[config.mk]
export PLATFORM = sky130hd
export DESIGN_NAME = ftp_reply_line_parser
export DESIGN_NICKNAME = d
export VERILOG_FILES = /design/src/rtl/ftprl_pkg.sv /design/src/rtl/ftprl_front.sv /design/src/rtl/ftprl_queue.sv /design/src/rtl/ftprl_back.sv /design/src/rtl/ftp_reply_line_parser.sv
export SDC_FILE = /design/constraint.sdc
export NUM_CORES = 1
export LEC_CHECK = 0
export BUFFER_PORTS_ARGS = -buffer_cell sky130_fd_sc_hd__buf_4
export CORE_MARGIN = 4
export CORE_UTILIZATION = 54
export CTS_BUF_LIST = sky130_fd_sc_hd__clkbuf_4
export DETAILED_ROUTE_END_ITERATION = 12
export HOLD_SLACK_MARGIN = 0.05
export PLACE_DENSITY_LB_ADDON = 0.05
export SLEW_MARGIN = 10
export SYNTH_ARGS = -nofsm -noshare
export SYNTH_HDL_FRONTEND = slang
export SYNTH_SLANG_ARGS = --single-unit
[constraint.sdc]
create_clock -name clk -period 7.7 [get_ports clk]
set_input_delay 1.54 -clock clk [delete_from_list [all_inputs] [get_ports clk]]
set_output_delay 1.54 -clock clk [all_outputs]
set_load 0.02 [all_outputs]
[src/rtl/ftprl_pkg.sv]
// ----------------------------------------------------------------------------
// ftprl_pkg
// types and constants shared by the reply line parser modules
// ----------------------------------------------------------------------------
package ftprl_pkg;

	typedef enum logic [2:0] {
		K_LF,
		K_DIGIT,
		K_SPACE,
		K_COMMA,
		K_LPAREN,
		K_RPAREN,
		K_OTHER
	} kind_t;

	typedef struct packed {
		logic       restart;
		kind_t      kind;
		logic [3:0] digit;
	} item_t;

	localparam logic [7:0] CH_CR     = 8'h0D;
	localparam logic [7:0] CH_LF     = 8'h0A;
	localparam logic [7:0] CH_SPACE  = 8'h20;
	localparam logic [7:0] CH_COMMA  = 8'h2C;
	localparam logic [7:0] CH_LPAREN = 8'h28;
	localparam logic [7:0] CH_RPAREN = 8'h29;
	localparam logic [7:0] CH_ZERO   = 8'h30;
	localparam logic [7:0] CH_NINE   = 8'h39;

	localparam logic [3:0] PS_BEFORE = 4'd0;
	localparam logic [3:0] PS_FIELD5 = 4'd5;
	localparam logic [3:0] PS_FIELD6 = 4'd6;
	localparam logic [3:0] PS_DONE   = 4'd7;
	localparam logic [3:0] PS_BAD    = 4'd8;

	localparam logic [9:0] SIZE_CODE    = 10'd213;
	localparam logic [7:0] PREFIX_LEN   = 8'd3;
	localparam logic [7:0] MIN_LINE_LEN = 8'd4;
	localparam logic [7:0] LIMIT_RESET  = 8'd255;

endpackage

[src/rtl/ftprl_front.sv]
// ----------------------------------------------------------------------------
// ftprl_front
// accepts input transfers, drops carriage returns (except on restart transfers) and classifies each byte
// ----------------------------------------------------------------------------
module ftprl_front
	import ftprl_pkg::*;
(
	input  logic       in_valid,
	output logic       in_ready,
	input  logic       action,
	input  logic [7:0] data_byte,
	input  logic       q_full,
	output logic       q_push,
	output item_t      q_item
);

	logic is_cr;

	assign in_ready = !q_full;
	assign is_cr    = (data_byte == CH_CR);
	assign q_push   = in_valid && !q_full && (action || !is_cr);

	always_comb begin
		q_item.restart = action;
		q_item.digit   = data_byte[3:0];
		if (data_byte >= CH_ZERO && data_byte <= CH_NINE) begin
			q_item.kind = K_DIGIT;
		end else begin
			unique case (data_byte)
				CH_LF:     q_item.kind = K_LF;
				CH_SPACE:  q_item.kind = K_SPACE;
				CH_COMMA:  q_item.kind = K_COMMA;
				CH_LPAREN: q_item.kind = K_LPAREN;
				CH_RPAREN: q_item.kind = K_RPAREN;
				default:   q_item.kind = K_OTHER;
			endcase
		end
	end

endmodule

[src/rtl/ftprl_queue.sv]
// ----------------------------------------------------------------------------
// ftprl_queue
// small first-in first-out queue of classified items between front and back
// ----------------------------------------------------------------------------
module ftprl_queue
	import ftprl_pkg::*;
#(
	parameter int DEPTH = 4
) (
	input  logic  clk,
	input  logic  arst_n,
	input  logic  push,
	input  item_t push_item,
	output logic  full,
	input  logic  pop,
	output logic  not_empty,
	output item_t head_item
);

	localparam int AW = (DEPTH > 1) ? $clog2(DEPTH) : 1;
	localparam int CW = $clog2(DEPTH + 1);
	localparam logic [AW-1:0] LAST = AW'(DEPTH - 1);
	localparam logic [CW-1:0] FULL_COUNT = CW'(DEPTH);

	item_t         mem [DEPTH];
	logic [AW-1:0] wr_ptr_q;
	logic [AW-1:0] rd_ptr_q;
	logic [CW-1:0] count_q;
	logic          do_push;
	logic          do_pop;

	assign full      = (count_q == FULL_COUNT);
	assign not_empty = (count_q != '0);
	assign do_push   = push && !full;
	assign do_pop    = pop && not_empty;
	assign head_item = mem[rd_ptr_q];

	always_ff @(posedge clk) begin
		if (do_push) begin
			mem[wr_ptr_q] <= push_item;
		end
	end

	always_ff @(posedge clk or negedge arst_n) begin
		if (!arst_n) begin
			wr_ptr_q <= '0;
			rd_ptr_q <= '0;
			count_q  <= '0;
		end else begin
			if (do_push) begin
				wr_ptr_q <= (wr_ptr_q == LAST) ? '0 : wr_ptr_q + 1'b1;
			end
			if (do_pop) begin
				rd_ptr_q <= (rd_ptr_q == LAST) ? '0 : rd_ptr_q + 1'b1;
			end
			if (do_push && !do_pop) begin
				count_q <= count_q + 1'b1;
			end else if (do_pop && !do_push) begin
				count_q <= count_q - 1'b1;
			end
		end
	end

endmodule

[src/rtl/ftprl_back.sv]
// ----------------------------------------------------------------------------
// ftprl_back
// line state, size and passive-port parsing, and the result register
// ----------------------------------------------------------------------------
module ftprl_back
	import ftprl_pkg::*;
(
	input  logic        clk,
	input  logic        arst_n,
	input  logic [7:0]  max_len,
	input  logic        q_not_empty,
	input  item_t       q_item,
	output logic        q_pop,
	output logic        out_valid,
	input  logic        out_ready,
	output logic [9:0]  reply_code,
	output logic        size_valid,
	output logic [31:0] size_value,
	output logic        pasv_valid,
	output logic [15:0] pasv_port,
	output logic        line_overlong
);

	logic [7:0]  line_count_q, line_count_n;
	logic [9:0]  code_q, code_n;
	logic        prefix_ok_q, prefix_ok_n;
	logic [31:0] size_acc_q, size_acc_n;
	logic        size_ok_q, size_ok_n;
	logic        size_dig_q, size_dig_n;
	logic [3:0]  stage_q, stage_n;
	logic [7:0]  field_q, field_n;
	logic        field_dig_q, field_dig_n;
	logic [7:0]  port_hi_q, port_hi_n;
	logic [7:0]  port_lo_q, port_lo_n;
	logic        stuck_q, stuck_n;

	logic        out_valid_q;
	logic [9:0]  code_out_q;
	logic        size_valid_q;
	logic [31:0] size_value_q;
	logic        pasv_valid_q;
	logic [15:0] pasv_port_q;
	logic        overlong_q;

	logic        emit;
	logic [9:0]  r_code;
	logic        r_size_valid;
	logic [31:0] r_size_value;
	logic        r_pasv_valid;
	logic [15:0] r_pasv_port;
	logic        r_overlong;
	logic        do_clear;
	logic        digit;
	logic [13:0] code_mul;
	logic [35:0] size_mul;
	logic [11:0] field_mul;
	logic [15:0] port_word;
	logic        sv;
	logic        pv;

	assign q_pop     = q_not_empty && (!out_valid_q || out_ready);
	assign digit     = (q_item.kind == K_DIGIT);
	assign code_mul  = ({4'b0, code_q} << 3) + ({4'b0, code_q} << 1) + {10'b0, q_item.digit};
	assign size_mul  = ({4'b0, size_acc_q} << 3) + ({4'b0, size_acc_q} << 1)
		+ {32'b0, q_item.digit};
	assign field_mul = ({4'b0, field_q} << 3) + ({4'b0, field_q} << 1) + {8'b0, q_item.digit};
	assign port_word = {port_hi_q, port_lo_q};
	assign sv        = (code_q == SIZE_CODE) && size_ok_q && size_dig_q;
	assign pv        = (stage_q == PS_DONE) && (port_word != 16'd0);

	always_comb begin
		line_count_n = line_count_q;
		code_n       = code_q;
		prefix_ok_n  = prefix_ok_q;
		size_acc_n   = size_acc_q;
		size_ok_n    = size_ok_q;
		size_dig_n   = size_dig_q;
		stage_n      = stage_q;
		field_n      = field_q;
		field_dig_n  = field_dig_q;
		port_hi_n    = port_hi_q;
		port_lo_n    = port_lo_q;
		stuck_n      = stuck_q;
		do_clear     = 1'b0;
		emit         = 1'b0;
		r_code       = '0;
		r_size_valid = 1'b0;
		r_size_value = '0;
		r_pasv_valid = 1'b0;
		r_pasv_port  = '0;
		r_overlong   = 1'b0;

		if (q_pop) begin
			if (q_item.restart) begin
				stuck_n  = 1'b0;
				do_clear = 1'b1;
			end else if (stuck_q) begin
				stuck_n = 1'b1;
			end else if (q_item.kind == K_LF) begin
				do_clear = 1'b1;
				if (line_count_q >= MIN_LINE_LEN && prefix_ok_q) begin
					emit         = 1'b1;
					r_code       = code_q;
					r_size_valid = sv;
					r_size_value = sv ? size_acc_q : 32'd0;
					r_pasv_valid = pv;
					r_pasv_port  = pv ? port_word : 16'd0;
				end
			end else if (line_count_q >= max_len) begin
				emit       = 1'b1;
				r_overlong = 1'b1;
				stuck_n    = 1'b1;
				do_clear   = 1'b1;
			end else begin
				// reply code, separator and size digits
				if (line_count_q < PREFIX_LEN) begin
					if (digit) begin
						code_n = code_mul[9:0];
					end else begin
						prefix_ok_n = 1'b0;
					end
				end else if (line_count_q == PREFIX_LEN) begin
					if (q_item.kind != K_SPACE) begin
						prefix_ok_n = 1'b0;
					end
				end else if (size_ok_q) begin
					if (digit && size_mul[35:32] == 4'd0) begin
						size_acc_n = size_mul[31:0];
						size_dig_n = 1'b1;
					end else begin
						size_ok_n = 1'b0;
					end
				end
				// passive-mode fields
				if (stage_q == PS_BEFORE) begin
					if (q_item.kind == K_LPAREN) begin
						stage_n     = 4'd1;
						field_n     = '0;
						field_dig_n = 1'b0;
					end
				end else if (stage_q < PS_DONE) begin
					if (digit) begin
						if (field_mul[11:8] != 4'd0) begin
							stage_n = PS_BAD;
						end else begin
							field_n     = field_mul[7:0];
							field_dig_n = 1'b1;
						end
					end else if (q_item.kind == K_COMMA && stage_q <= PS_FIELD5
						&& field_dig_q) begin
						if (stage_q == PS_FIELD5) begin
							port_hi_n = field_q;
						end
						stage_n     = stage_q + 4'd1;
						field_n     = '0;
						field_dig_n = 1'b0;
					end else if (q_item.kind == K_RPAREN && stage_q == PS_FIELD6
						&& field_dig_q) begin
						port_lo_n = field_q;
						stage_n   = PS_DONE;
					end else begin
						stage_n = PS_BAD;
					end
				end
				line_count_n = line_count_q + 8'd1;
			end
		end

		if (do_clear) begin
			line_count_n = '0;
			code_n       = '0;
			prefix_ok_n  = 1'b1;
			size_acc_n   = '0;
			size_ok_n    = 1'b1;
			size_dig_n   = 1'b0;
			stage_n      = PS_BEFORE;
			field_n      = '0;
			field_dig_n  = 1'b0;
			port_hi_n    = '0;
			port_lo_n    = '0;
		end
	end

	always_ff @(posedge clk or negedge arst_n) begin
		if (!arst_n) begin
			line_count_q <= '0;
			code_q       <= '0;
			prefix_ok_q  <= 1'b1;
			size_acc_q   <= '0;
			size_ok_q    <= 1'b1;
			size_dig_q   <= 1'b0;
			stage_q      <= PS_BEFORE;
			field_q      <= '0;
			field_dig_q  <= 1'b0;
			port_hi_q    <= '0;
			port_lo_q    <= '0;
			stuck_q      <= 1'b0;
			out_valid_q  <= 1'b0;
		end else begin
			line_count_q <= line_count_n;
			code_q       <= code_n;
			prefix_ok_q  <= prefix_ok_n;
			size_acc_q   <= size_acc_n;
			size_ok_q    <= size_ok_n;
			size_dig_q   <= size_dig_n;
			stage_q      <= stage_n;
			field_q      <= field_n;
			field_dig_q  <= field_dig_n;
			port_hi_q    <= port_hi_n;
			port_lo_q    <= port_lo_n;
			stuck_q      <= stuck_n;
			if (emit) begin
				out_valid_q <= 1'b1;
			end else if (out_ready) begin
				out_valid_q <= 1'b0;
			end
		end
	end

	always_ff @(posedge clk) begin
		if (emit) begin
			code_out_q   <= r_code;
			size_valid_q <= r_size_valid;
			size_value_q <= r_size_value;
			pasv_valid_q <= r_pasv_valid;
			pasv_port_q  <= r_pasv_port;
			overlong_q   <= r_overlong;
		end
	end

	assign out_valid     = out_valid_q;
	assign reply_code    = code_out_q;
	assign size_valid    = size_valid_q;
	assign size_value    = size_value_q;
	assign pasv_valid    = pasv_valid_q;
	assign pasv_port     = pasv_port_q;
	assign line_overlong = overlong_q;

endmodule

[src/rtl/ftp_reply_line_parser.sv]
// ----------------------------------------------------------------------------
// ftp_reply_line_parser
// parses control-channel reply lines into reply code, size and passive port
// ----------------------------------------------------------------------------
// The block takes one byte transfer per clock while the queue is not full.
// Carriage returns are dropped at the input; every other byte passes through
// a QUEUE_DEPTH-entry queue to the parser, which updates its line state as it
// pops each byte. A result is registered at the output when the parser
// pops the line feed (or the character that makes the line overlong).
// While a result waits for out_ready the parser holds, and input keeps
// flowing until the queue fills.
// The max_line_length register is written through cfg_wr_en/cfg_wr_data,
// resets to 255 and should only be changed while no line is in progress.
// ----------------------------------------------------------------------------
module ftp_reply_line_parser
	import ftprl_pkg::*;
#(
	parameter int QUEUE_DEPTH = 4
) (
	input  logic        clk,
	input  logic        arst_n,
	input  logic        cfg_wr_en,
	input  logic [7:0]  cfg_wr_data,
	input  logic        in_valid,
	output logic        in_ready,
	input  logic        action,
	input  logic [7:0]  data_byte,
	output logic        out_valid,
	input  logic        out_ready,
	output logic [9:0]  reply_code,
	output logic        size_valid,
	output logic [31:0] size_value,
	output logic        pasv_valid,
	output logic [15:0] pasv_port,
	output logic        line_overlong
);

	logic [7:0] max_len_q;
	logic       q_full;
	logic       q_push;
	item_t      push_item;
	logic       q_pop;
	logic       q_not_empty;
	item_t      head_item;

	always_ff @(posedge clk or negedge arst_n) begin
		if (!arst_n) begin
			max_len_q <= LIMIT_RESET;
		end else if (cfg_wr_en) begin
			max_len_q <= cfg_wr_data;
		end
	end

	ftprl_front u_front (
		.in_valid  (in_valid),
		.in_ready  (in_ready),
		.action    (action),
		.data_byte (data_byte),
		.q_full    (q_full),
		.q_push    (q_push),
		.q_item    (push_item)
	);

	ftprl_queue #(
		.DEPTH (QUEUE_DEPTH)
	) u_queue (
		.clk       (clk),
		.arst_n    (arst_n),
		.push      (q_push),
		.push_item (push_item),
		.full      (q_full),
		.pop       (q_pop),
		.not_empty (q_not_empty),
		.head_item (head_item)
	);

	ftprl_back u_back (
		.clk           (clk),
		.arst_n        (arst_n),
		.max_len       (max_len_q),
		.q_not_empty   (q_not_empty),
		.q_item        (head_item),
		.q_pop         (q_pop),
		.out_valid     (out_valid),
		.out_ready     (out_ready),
		.reply_code    (reply_code),
		.size_valid    (size_valid),
		.size_value    (size_value),
		.pasv_valid    (pasv_valid),
		.pasv_port     (pasv_port),
		.line_overlong (line_overlong)
	);

endmodule

# Word-level counts from Yosys, hierarchy flattened
# Memories as Yosys holds them, arrays and structs flattened.
# Cells that the tools add are included.
# Widths: inputs -> output; s select.
word_totals:
  word_cells: 274
  regBits: 160
  inputBits: 22
  n_memories: 1
  ramBits: 32
  out_inout_bits: 63
memory_table:
  columns: ["memory", "words", "word_bits", "rd", "rd_clocked_by_memory_dff", "write_ports", "line_no", "text"]
  rows:
  - ["u_queue.mem", 4, 8, 1, 0, 1, "ftprl_queue.sv:25", "item_t mem [DEPTH];"]
op_classes:
  add_sub_neg: 12
  n_eq_ne: 32
  bitwise_logic: 5
  muxes: 136
  order_cmp: 7
  n_reduce_logical: 58
op_table:
  columns: ["op", "n"]
  rows:
  - ["$mux 32", 10]
  - ["$mux 8", 40]
  - ["$mux 10", 8]
  - ["$mux 1", 59]
  - ["$mux 4", 13]
  - ["$add 35x33->36", 1]
  - ["$add 36x4->36", 1]
  - ["$eq 8x6->1 const B", 4]
  - ["$reduce_bool 2->1", 11]
  - ["$reduce_and 10->1", 2]
  - ["$reduce_and 9->1", 2]
  - ["$logic_and 1x1->1", 17]
  - ["$eq 8x4->1 const B", 2]
  - ["$ne 2x1->1 const B", 8]
  - ["$reduce_and 8->1", 2]
  - ["$reduce_bool 16->1", 1]
  - ["$pmux 3 s5", 1]
  - ["$reduce_and 7->1", 2]
  - ["$add 11x9->12", 1]
  - ["$add 12x4->12", 1]
  - ["$eq 4x3->1 const B", 3]
  - ["$reduce_bool 3->1", 4]
  - ["$reduce_or 6->1", 2]
  - ["$add 10x10->10", 1]
  - ["33 further kinds", 54]

# Longest topological paths before layout
# An unclocked memory read counts as a cell.
logic_depth:
  ltp_word: 15
  ltp_mapped: 16
  mapped_depth_nobuf: 14

# Cells and area by module
# A second synthesis with hierarchy kept.
unflattened:
  cells_unflattened: 972
  area_unflattened_um2: 11178.2
by_module_without_submodules:
  columns: ["mod", "cells_each", "seq_area_each_um2", "n_inst", "area_per_inst_um2"]
  rows:
  - ["ftprl_back", 853, 3936.3, 1, 9058.7]
  - ["ftprl_queue", 79, 1136.1, 1, 1609.0]
  - ["ftp_reply_line_parser", 17, 210.2, 1, 341.6]
  - ["ftprl_front", 23, 0.0, 1, 168.9]

# Worst setup path before layout
# Ideal clock, no wire load.
synth_timing:
  path_type: "register to register"
  from: "register u_queue.rd_ptr_q[0]"
  to: "register u_back.size_acc_q[10]"
  stages_incl_launch_ff: 17
  arrival_time_ps: 3980
  setup_slack_ps: 3599
  period_less_slack_ps: 4101
  required_ps: 7579
  path_buffers: 2
  setup_ps: 121
  path_cell_list: "dfrtp_1 buf_6 mux4_1 inv_1 fa_1 inv_1 ha_1 a211oi_1 o21bai_1 o2111ai_1 a2111o_1 o211a_2 o21ai_1 nor4_2 a41oi_1 buf_2 a22o_1"
synth_between:
  elab_chain_cells: 12
  elab_cells_between_ends: 30
  classes_between: "add/sub: 1; eq/ne: 7; mux: 14; reduce/logical: 7; memory: 1"
synth_lines:
  columns: ["item", "line_no", "text"]
  rows:
  - ["start: declaration", "ftprl_queue.sv:27", "logic [AW-1:0] rd_ptr_q;"]
  - ["start signal: assignment", "ftprl_queue.sv:54", "rd_ptr_q <= (rd_ptr_q == LAST) ? '0 : rd_ptr_q + 1'b1;"]
  - ["$mem_v2 4x8 (*)", null, null]
  - ["$add 36x4->36", "ftprl_back.sv:65", "+ {32'b0, q_item.digit};"]
  - ["$mux 32", "ftprl_back.sv:127", "if (digit && size_mul[35:32] == 4'd0) begin"]
  - ["$mux 32", "ftprl_back.sv:126", "end else if (size_ok_q) begin"]
  - ["$mux 32", "ftprl_back.sv:122", "end else if (line_count_q == PREFIX_LEN) begin"]
  - ["$mux 32", "ftprl_back.sv:116", "if (line_count_q < PREFIX_LEN) begin"]
  - ["$mux 32", "ftprl_back.sv:109", "end else if (line_count_q >= max_len) begin"]
  - ["$mux 32", "ftprl_back.sv:99", "end else if (q_item.kind == K_LF) begin"]
  - ["$mux 32", "ftprl_back.sv:97", "end else if (stuck_q) begin"]
  - ["$mux 32", "ftprl_back.sv:94", "if (q_item.restart) begin"]
  - ["$mux 32", "ftprl_back.sv:93", "if (q_pop) begin"]
  - ["$mux 32", "ftprl_back.sv:169", "if (do_clear) begin"]
  - ["end signal: assignment", "ftprl_back.sv:203", "size_acc_q <= size_acc_n;"]
  - ["end: declaration", "ftprl_back.sv:27", "logic [31:0] size_acc_q, size_acc_n;"]
# Mark *: on every way between the ends. The rest lies on a longest branch, timed or not. The select of a mux whose other input is x is not followed.
# A chain may end at the register's enable or synchronous reset.

# Final worst setup path
layout_timing:
  from: "register u_queue.rd_ptr_q[0]"
  to: "register u_back.size_acc_q[8]"
# The elaborated chain is that of the path after synthesis.

==> results_dict.tcl <==
set metrics [dict create \
    status "completed" \
    total_power_uw 2960 \
    critPathKind "register to register" \
    numCtsBuffers 17 \
    core_area_sq_um 19700 \
    nFillCells 1709 \
    chipWidth_um 150 \
    max_freq_mhz 191 \
    ff_latch_area_sq_um 5280 \
    cp_top_family "compound AO/OA/AOI/OAI gates" \
    synth_area_per_cell_sq_um 11.4 \
    cts_tree "yes" \
    yosysMostFrequentCell "ha_1" \
    gp_congestion 0.852 \
    clk_path_buf_depth 2 \
    synth_edf_count 93 \
    grt_pass1_vias 7097 \
    post-dp-hpwl_um 15700 \
    power.leakage_uw 0.00558 \
    hold_viol 0 \
    htree_levels 4 \
    cts_setup_buffers 0 \
    cts-root-buf "clkbuf_4" \
    end_kind "register" \
    finalSetupViolations 0 \
    critical_path.max_fanout 31 \
    final_area_sq_um 12100 \
    grt_pass1_wl_um 36200 \
    clock_latency_ns 0.59 \
    clock-sinks 192 \
    r2r_setup_slack_ns 2.46 \
    drive_gt1_share_pct 14.4 \
    fin_cells 1319 \
    r2r_end "u_back.size_acc_q[8]" \
    slowest_delay_ns 0.74 \
    drt_wl_total_um 21500 \
    synth.area.top_cells "edfxtp_1, dfrtp_1, ha_1" \
    ys.flop_type "edfxtp_1" \
    fin_crit_sh_pct 68.1 \
    hp-class "register to register" \
    setup_ws_ns 2.46 \
    ys_seq_elements 192 \
    synth_top_area_share_pct 25.7 \
    io_pins 85 \
    min_from "u_back.prefix_ok_q" \
    relSlewSlack_pct 29.9 \
    wl_per_cell_um 16.3 \
    synth_top_cell_by_area "edfxtp_1" \
    netlist_instances 958 \
    ir_worst_vdd_mv 0.163 \
    rows 51 \
    dpl-instance-area_sq_um 11800 \
    path_clk_slew_ns 0.18 \
    nets 1180 \
    syn_nets 1099 \
    rsz0062_at_grt "no" \
    worstMarginPinSlew_ns 1.05 \
    max-cap-violations 0 \
    drcViolationCount 0 \
    fin_tns_setup_ns 0 \
    initial_core_util_pct 55.3 \
    vias 7351 \
    portBuffers 84 \
    cpMostUsedCell "inv_1" \
    reg2reg_depth 14 \
    ctsResizeCount 0 \
    ys_warn_count 0 \
    fp.dieArea_sq_um 22500 \
    crit_path_top_delay_cell "mux4_1" \
    area_delta_synth_final_pct 10.9 \
    via_per_inst 5.57 \
    grt_max_degree 76 \
    antenna_found_initial 1 \
    drt-initial-drc-count 534 \
    drv_slew 0 \
    grt.total_usage_pct 20.2 \
    final_antenna_net_count 0 \
    pre_cts_slack_ns 2.50 \
    critical_path_buf_inv_count 2 \
    syn_area_sq_um 10900 \
    yosys-top-cells-count "ha_1, edfxtp_1, dfrtp_1, nand2_1, and2_1" \
    synth-seq-area-share_pct 48.6 \
    power.density_nw_per_um2 246 \
    first_pass_iters 5 \
    die_y_um 150 \
    ctsHoldBuffers 0 \
    worstHoldPathCells 2 \
    start_kind "register" \
    multiInputGateArea_sq_um 5330 \
    rr_startpoint "u_queue.rd_ptr_q[0]" \
    ys_async_sr_fraction_pct 51.6 \
    worstHoldEndpoint "u_back.prefix_ok_q" \
    ys_types 68 \
    arrival_ns 5.71 \
    dp_cells 1285 \
    min_period_ns 5.24 \
    crit_chain "mux4_1 -> inv_1 -> fa_1 -> inv_1 -> ha_1 -> a211oi_1 -> o21bai_1 -> o2111ai_1 -> a2111o_1 -> o211a_2 -> o21ai_1 -> nor4_2 -> a41oi_4 -> a22o_1" \
    required_ns 8.17 \
    grt_overflow 0 \
    fin_worst_skew_ns 0.0254 \
]
## area by class of cell
| cell class | count | area share [%] |
|---|---|---|
| multi-input cells | 699 | 44.1 |
| flip-flops and latches | 192 | 43.8 |
| repair buffers | 92 | 5.73 |
| well taps | 265 | 2.75 |
| clock inverters | 15 | 1.34 |
| inverters | 37 | 1.15 |
| clock buffers | 17 | 1.06 |
| diodes | 2 | 0.0415 |
## worst max path at each step
| stage | startpoint | endpoint | slack (ns) | depth (start not counted) |
|---|---|---|---|---|
| 2_1_floorplan | u_queue.rd_ptr_q[0] | u_back.size_acc_q[10] | 3.60 | 16 |
| 3_3_place_gp | u_queue.rd_ptr_q[0] | u_back.size_acc_q[17] | 2.65 | 14 |
| 3_5_place_dp | u_queue.rd_ptr_q[0] | u_back.size_acc_q[26] | 2.50 | 14 |
| 4_1_cts | u_queue.rd_ptr_q[0] | u_back.size_acc_q[8] | 2.41 | 14 |
| 5_1_grt | u_queue.rd_ptr_q[0] | u_back.size_acc_q[8] | 2.10 | 14 |
| 6_report | u_queue.rd_ptr_q[0] | u_back.size_acc_q[8] | 2.46 | 14 |
## power by group
part           switching (uW)  internal [uW]  total [uW]
combinational             677            404        1080
sequential                118           1220        1340
clock                     390            152         542
## placed cells by master, fill, tap and decap left out, drive strengths merged, types with 9 or more instances in the layout
cell type,count
a21o,28
a21oi,43
a22o,41
and2,66
buf,92
clkbuf,17
dfrtp,89
dfstp,10
edfxtp,93
ha,112
inv,48
nand2,88
nand2b,13
nand3,16
nand4,9
nor2,32
nor3,15
o21ai,63
xnor2,24
xor2,25
## tightest hold or removal path: cells and delay by family (launching register included)
family / cells / cell delay [ns]
AOI/OAI and AO/OA: 1 / 0.06
DFF: 1 / 0.40
and+or+nand+nor: 1 / 0.05
## layer usage
layer | vias to the layer above | track usage [%] | share of wire (%)
li1 | 3697 | - | -
met1 | 3508 | 30.8 | 51
met5 | - | 0 | 0
met3 | 16 | 3.00 | 3.4
met2 | 130 | 29.9 | 44
met4 | 0 | 6.13 | 1.4
## per-stage QoR
stage | utilization (%) | hold slack, ns
final | 61.4 | 0.489
after global routing | 61.4 | 0.506
after CTS | 61.4 | 0.491
after detailed placement | 59.9 | 0.467
after global placement | 59.9 | 0.460
after floorplan | - | 0.448
## logic make-up (layout without fill, tap and decap cells)
logic type	count (synthesis)	in the layout	share of synthesized area (%)
XOR/XNOR	49	49	3.95
other	0	2	0
buffers and inverters	67	161	2.66
multiplexers	14	14	2.39
AND/OR/NAND/NOR	283	283	13.7
AO/OA/AOI/OAI	234	234	14.6
flip-flops	192	192	48.6
adder cells (fa/ha/maj)	119	119	14.2
## state kept, by name, indices dropped and copies added (netlist names), 10 cells and up
signal and flops:
u_back.size_value 32, u_back.reply_code 10, u_back.size_acc_q 32, u_back.pasv_port 16, u_back.code_q 10, u_queue.mem 32
Note: power is estimated with default switching activity, not from simulation.
